$ cat src/design/life_pkg.sv
// Shared types and constants for the Life grid block.
// Used by the controller, the datapath and the top level; depends on nothing.
`timescale 1ns / 1ps

package life_pkg;

  // Default side of the square grid, in cells.
  localparam int GRID_SIDE_DEF = 128;

  // Width of the coordinate fields in a command word.
  localparam int COORD_W = 7;

  // Function codes carried in a command word.
  localparam logic [1:0] FUNC_WRITE   = 2'd0;
  localparam logic [1:0] FUNC_READ    = 2'd1;
  localparam logic [1:0] FUNC_ADVANCE = 2'd2;

  // Neighbour counts of the B3/S23 rule.
  localparam logic [3:0] SURVIVE_COUNT = 4'd2;
  localparam logic [3:0] BIRTH_COUNT   = 4'd3;

  // Command word.
  typedef struct packed {
    logic [1:0]         func;
    logic [COORD_W-1:0] cell_x;
    logic [COORD_W-1:0] cell_y;
    logic               cell_value;
  } cmd_t;

  // Response word.
  typedef struct packed {
    logic       read_value;
    logic [1:0] ack_kind;
  } rsp_t;

  // Controller states.
  typedef enum logic [3:0] {
    ST_IDLE,
    ST_CELL_RD,
    ST_CELL_MOD,
    ST_ADV_FIRST_RD,
    ST_ADV_FIRST_LD,
    ST_ADV_RD,
    ST_ADV_LD,
    ST_ADV_WR,
    ST_RESP
  } state_t;

  // Commands from the controller to the datapath.
  typedef struct packed {
    logic take;      // capture the command word
    logic rd_cell;   // read the row holding the addressed cell
    logic upd_cell;  // modify or sample the addressed cell
    logic adv_init;  // start a generation at row zero
    logic rd_first;  // read row zero
    logic ld_mid;    // load the middle row of the window
    logic rd_next;   // read the row below the current one
    logic ld_below;  // load the lower row of the window
    logic wr_row;    // write the new row and slide the window
    logic send;      // load the response register
  } ctl_t;

  // Status from the datapath to the controller.
  typedef struct packed {
    logic [1:0] func;
    logic       on_grid;
    logic       last_row;
    logic       rsp_free;
  } sts_t;

endpackage

$ cat src/design/life_ctrl.sv
// Sequencing state machine for cell access and generation advance.
// Depends on life_pkg for the state, command and status types.
`timescale 1ns / 1ps

module life_ctrl (
  input  logic          clk,
  input  logic          rst,
  input  logic          cmd_valid,
  output logic          cmd_stall,
  input  life_pkg::sts_t sts,
  output life_pkg::ctl_t ctl
);

  life_pkg::state_t state, state_next;

  // State register.
  always_ff @(posedge clk) begin
    if (rst) begin
      state <= life_pkg::ST_IDLE;
    end else begin
      state <= state_next;
    end
  end

  // Next state.
  always_comb begin
    state_next = state;
    case (state)
      life_pkg::ST_IDLE: begin
        if (cmd_valid) begin
          // The command word is not yet registered here, so decide in the next state.
          state_next = life_pkg::ST_CELL_RD;
        end
      end
      life_pkg::ST_CELL_RD: begin
        // Dispatch on the registered command word.
        if (sts.func == life_pkg::FUNC_ADVANCE) begin
          state_next = life_pkg::ST_ADV_FIRST_RD;
        end else if ((sts.func == life_pkg::FUNC_WRITE || sts.func == life_pkg::FUNC_READ)
                     && sts.on_grid) begin
          state_next = life_pkg::ST_CELL_MOD;
        end else begin
          state_next = life_pkg::ST_RESP;
        end
      end
      life_pkg::ST_CELL_MOD:     state_next = life_pkg::ST_RESP;
      life_pkg::ST_ADV_FIRST_RD: state_next = life_pkg::ST_ADV_FIRST_LD;
      life_pkg::ST_ADV_FIRST_LD: state_next = life_pkg::ST_ADV_RD;
      life_pkg::ST_ADV_RD:       state_next = life_pkg::ST_ADV_LD;
      life_pkg::ST_ADV_LD:       state_next = life_pkg::ST_ADV_WR;
      life_pkg::ST_ADV_WR: begin
        if (sts.last_row) begin
          state_next = life_pkg::ST_RESP;
        end else begin
          state_next = life_pkg::ST_ADV_RD;
        end
      end
      life_pkg::ST_RESP: begin
        if (sts.rsp_free) begin
          state_next = life_pkg::ST_IDLE;
        end
      end
      default: state_next = life_pkg::ST_IDLE;
    endcase
  end

  // Outputs.
  always_comb begin
    ctl       = '0;
    cmd_stall = 1'b1;
    case (state)
      life_pkg::ST_IDLE: begin
        cmd_stall = 1'b0;
        ctl.take  = cmd_valid;
      end
      life_pkg::ST_CELL_RD: begin
        // The row read is harmless for other functions and saves a state.
        ctl.rd_cell  = 1'b1;
        ctl.adv_init = (sts.func == life_pkg::FUNC_ADVANCE);
      end
      life_pkg::ST_CELL_MOD:     ctl.upd_cell = 1'b1;
      life_pkg::ST_ADV_FIRST_RD: ctl.rd_first = 1'b1;
      life_pkg::ST_ADV_FIRST_LD: ctl.ld_mid   = 1'b1;
      life_pkg::ST_ADV_RD:       ctl.rd_next  = 1'b1;
      life_pkg::ST_ADV_LD:       ctl.ld_below = 1'b1;
      life_pkg::ST_ADV_WR:       ctl.wr_row   = 1'b1;
      life_pkg::ST_RESP:         ctl.send     = sts.rsp_free;
      default: begin
        cmd_stall = 1'b1;
      end
    endcase
  end

endmodule

$ cat config.mk
export PLATFORM = sky130hd
export DESIGN_NAME = life_ctrl
export DESIGN_NICKNAME = d
export VERILOG_FILES = /design/src/design/life_pkg.sv /design/src/design/life_ctrl.sv
export SDC_FILE = /design/constraint.sdc
export NUM_CORES = 1
export LEC_CHECK = 0
export BUFFER_PORTS_ARGS = -buffer_cell sky130_fd_sc_hd__clkbuf_2
export CAP_MARGIN = 30
export CORE_AREA = 2 2 39 41
export CTS_BUF_LIST = sky130_fd_sc_hd__clkbuf_4
export DETAILED_ROUTE_END_ITERATION = 16
export DIE_AREA = 0 0 41 43
export MAX_ROUTING_LAYER = met4
export PLACE_DENSITY = 0.6
export SYNTH_ARGS = -nofsm -noshare
export SYNTH_HDL_FRONTEND = slang
export SYNTH_SLANG_ARGS = --single-unit
export TNS_END_PERCENT = 20
$ cat constraint.sdc
create_clock -name clk -period 1.3 [get_ports clk]
set_input_delay 0.26 -clock clk [delete_from_list [all_inputs] [get_ports clk]]
set_output_delay 0.26 -clock clk [all_outputs]
set_load 0.05 [all_outputs]
==> results.tsv <==
metric	value	unit
IO Pins	19	
Min-Delay Path Class	in -> reg	
share of the synthesized area in the top cell type	0.215	
first-pass GRT wire length	2030	um
peak per-stage delay on the critical path	370	ps
initial DRC count	3	
Critical Path Sink	ctl[6]	
Max-Cap Viols	0	
Worst-Margin Slew	309	ps
CP Buf/Inv Count	1	
ANT cells	0	
fin nets	88	
Final Cycle Share	1.16	
CTS root buf	clkbuf_4	
Worst Reg-to-Reg Cells	4	
gr usage total	0.170	
P_int	407	uW
biggest regs	state (4)	
final setup fails	11	
Post-synth EDFFs	0	
utilization of the core after routing	0.568	
Wirelength per Cell	12.7	um
Initial Utilization	0.269	
via count	460	
failing checks	negative setup slack	
cell taking the most area after synthesis	dfxtp_1	
share of layout cells above drive strength 1	0.782	
R2R setup slack	90	ps
Synth Net Count	54	
most frequent cells in the layout	14 x buf_4, 7 x clkbuf_2, 7 x buf_8	
I/O Buffers	18	
clk_lat worst skew	230	ps
Cells after Synth	46	
cts bufs inserted	3	
crit path from	state[2]	
Crit path max-delay family	simple AND/OR/NAND/NOR gates	
Power Dens Cells	839	nW/um2
synthesized flop and latch total	4	
most used flip-flop cell after synthesis	dfxtp_1	
RSZ-0062 raised after global routing	true	
post-synthesis instance area	372	um2
clk_skew	2.01	ps
max FFs per register	4	
final antenna-violating net count	0	
clock sink total	4	
outcome	complete, but fails checks	
Seq pwr share	0.235	
final worst slack	-208	ps
Fin. Hold Viols	0	
Sw Pwr	252	uW
CP max stage cell	dfxtp_4	
vias in the first global route	489	
VDD IR max	345	uV
register area share after synthesis	0.215	
final instance area	786	um2
async set-reset flop share out of synthesis	0	
Hold Worst Slack	251	ps
CTS tree	yes	
Startpoint Class	flip-flop	
Synth Warn #	0	
RR Startpoint	state[1]	
fmax	663	MHz
Avg Synthesized Cell Area	8.08	um2
die height	43	um
CP endpoint kind	primary output	
DRC Markers	0	
Max Slew Vio Count	0	
Area Growth Syn to Fin	111	%
Clk pin slew, worst setup/hold paths	40	ps
row count	14	
Stages on worst setup path	3	
core area	1380	um2
Pre-antenna DRT Iters	4	
Reg with most FFs	state	
final WL	1190	um
htree depth	1	
placed cell area	587	um2
CP required	1040	ps
highest net fanout along the worst path	6	
GPL Wtd Cong	0.736	
top post-synthesis cells by area	dfxtp_1 22%, nor3_1 6.7%, buf_6 6.1%	
Die Wd	41	um
combinational share of power	0.535	
min cycle time layout	1510	ps
antenna violations before repair	0	
CP Cell Sequence	nor4b_4, and3b_2, buf_8	
hpwl dp	860	um
Slew headroom	0.792	
critical path class	reg -> out	
critical path arrival	1250	ps
Clock power frac	0.229	
Switching Fraction	0.382	
Die ar.	1760	um2
most common cell after layout, fill and taps aside	buf_4	
Yosys cell types	28	
r2r endpoint	state[0]	
pin count of the biggest net entering global routing	8	
Hold Path Stages	2	
Leakage Power	0.000348	uW
Avg Vias per Cell	4.89	
clk buf depth	2	
gr ovfl total	0	
==> worst min-delay path by stage <==
stage               start       end
floorplan             rst  state[1]
global placement      rst  state[1]
detailed placement    rst  state[1]
CTS                   rst  state[1]
global route          rst  state[1]
finish                rst  state[1]
==> power groups by stage <==
stage / sequential, uW / clock (uW) / combinational (uW)
after floorplan: 141 / 0 / 198
after global placement: 153 / 0 / 274
after detailed placement: 153 / 0 / 275
after CTS: 153 / 160 / 319
after global routing: 156 / 167 / 376
final: 155 / 151 / 353
==> through the flow <==
step,power [uW],setup slack [ps],TNS [ps],std cells
CTS,632,-220,-2040,94
global placement,427,-121,-661,90
global route,699,-261,-2450,94
detailed placement,428,-137,-831,90
floorplan,339,-505,-2430,46
finish,659,-208,-1860,94
==> area by class of cell <==
type | instances | area, um2
Tap cell | 16 | 20.0
Clock buffer | 3 | 22.5
Multi-Input combinational cell | 37 | 333
Sequential cell | 4 | 92.6
Fill cell | 118 | 598
Inverter | 1 | 3.75
Timing Repair Buffer | 33 | 314
==> cells in the mapped netlist (all sizes together) (2+ instances only) <==
master and n:
nand2b 2, nor3 5, buf 4, o21bai 2, nand2 4, dfxtp 4, nor4 2, nor2 4
and3 3
==> routing by layer <==
layer / part of all wire / vias to the layer above / global-route usage
li1: - / 233 / -
met3: 0.026 / 0 / 0.0471
met5: 0 / - / -
met2: 0.57 / 10 / 0.284
met4: 0 / 0 / 0.0600
met1: 0.40 / 217 / 0.179
==> logic make-up (layout without fill, tap and decap cells) <==
logic type	after synthesis	after routing	synth area share
AOI/OAI and AO/OA	8	8	0.192
DFF	4	4	0.215
buffers and inverters	5	37	0.104
and+or+nand+nor	28	28	0.465
xor gates and xnor gates	1	1	0.0236
==> what timing repair did <==
item                       in CTS  in global routing
pin swaps                       3                  2
gates resized for setup        29                 21
setup endpoints to repair      12                 12
hold buffers                    0                  0
buffers inserted                1                  0
No activity file was read; power rests on OpenSTA's default activity.
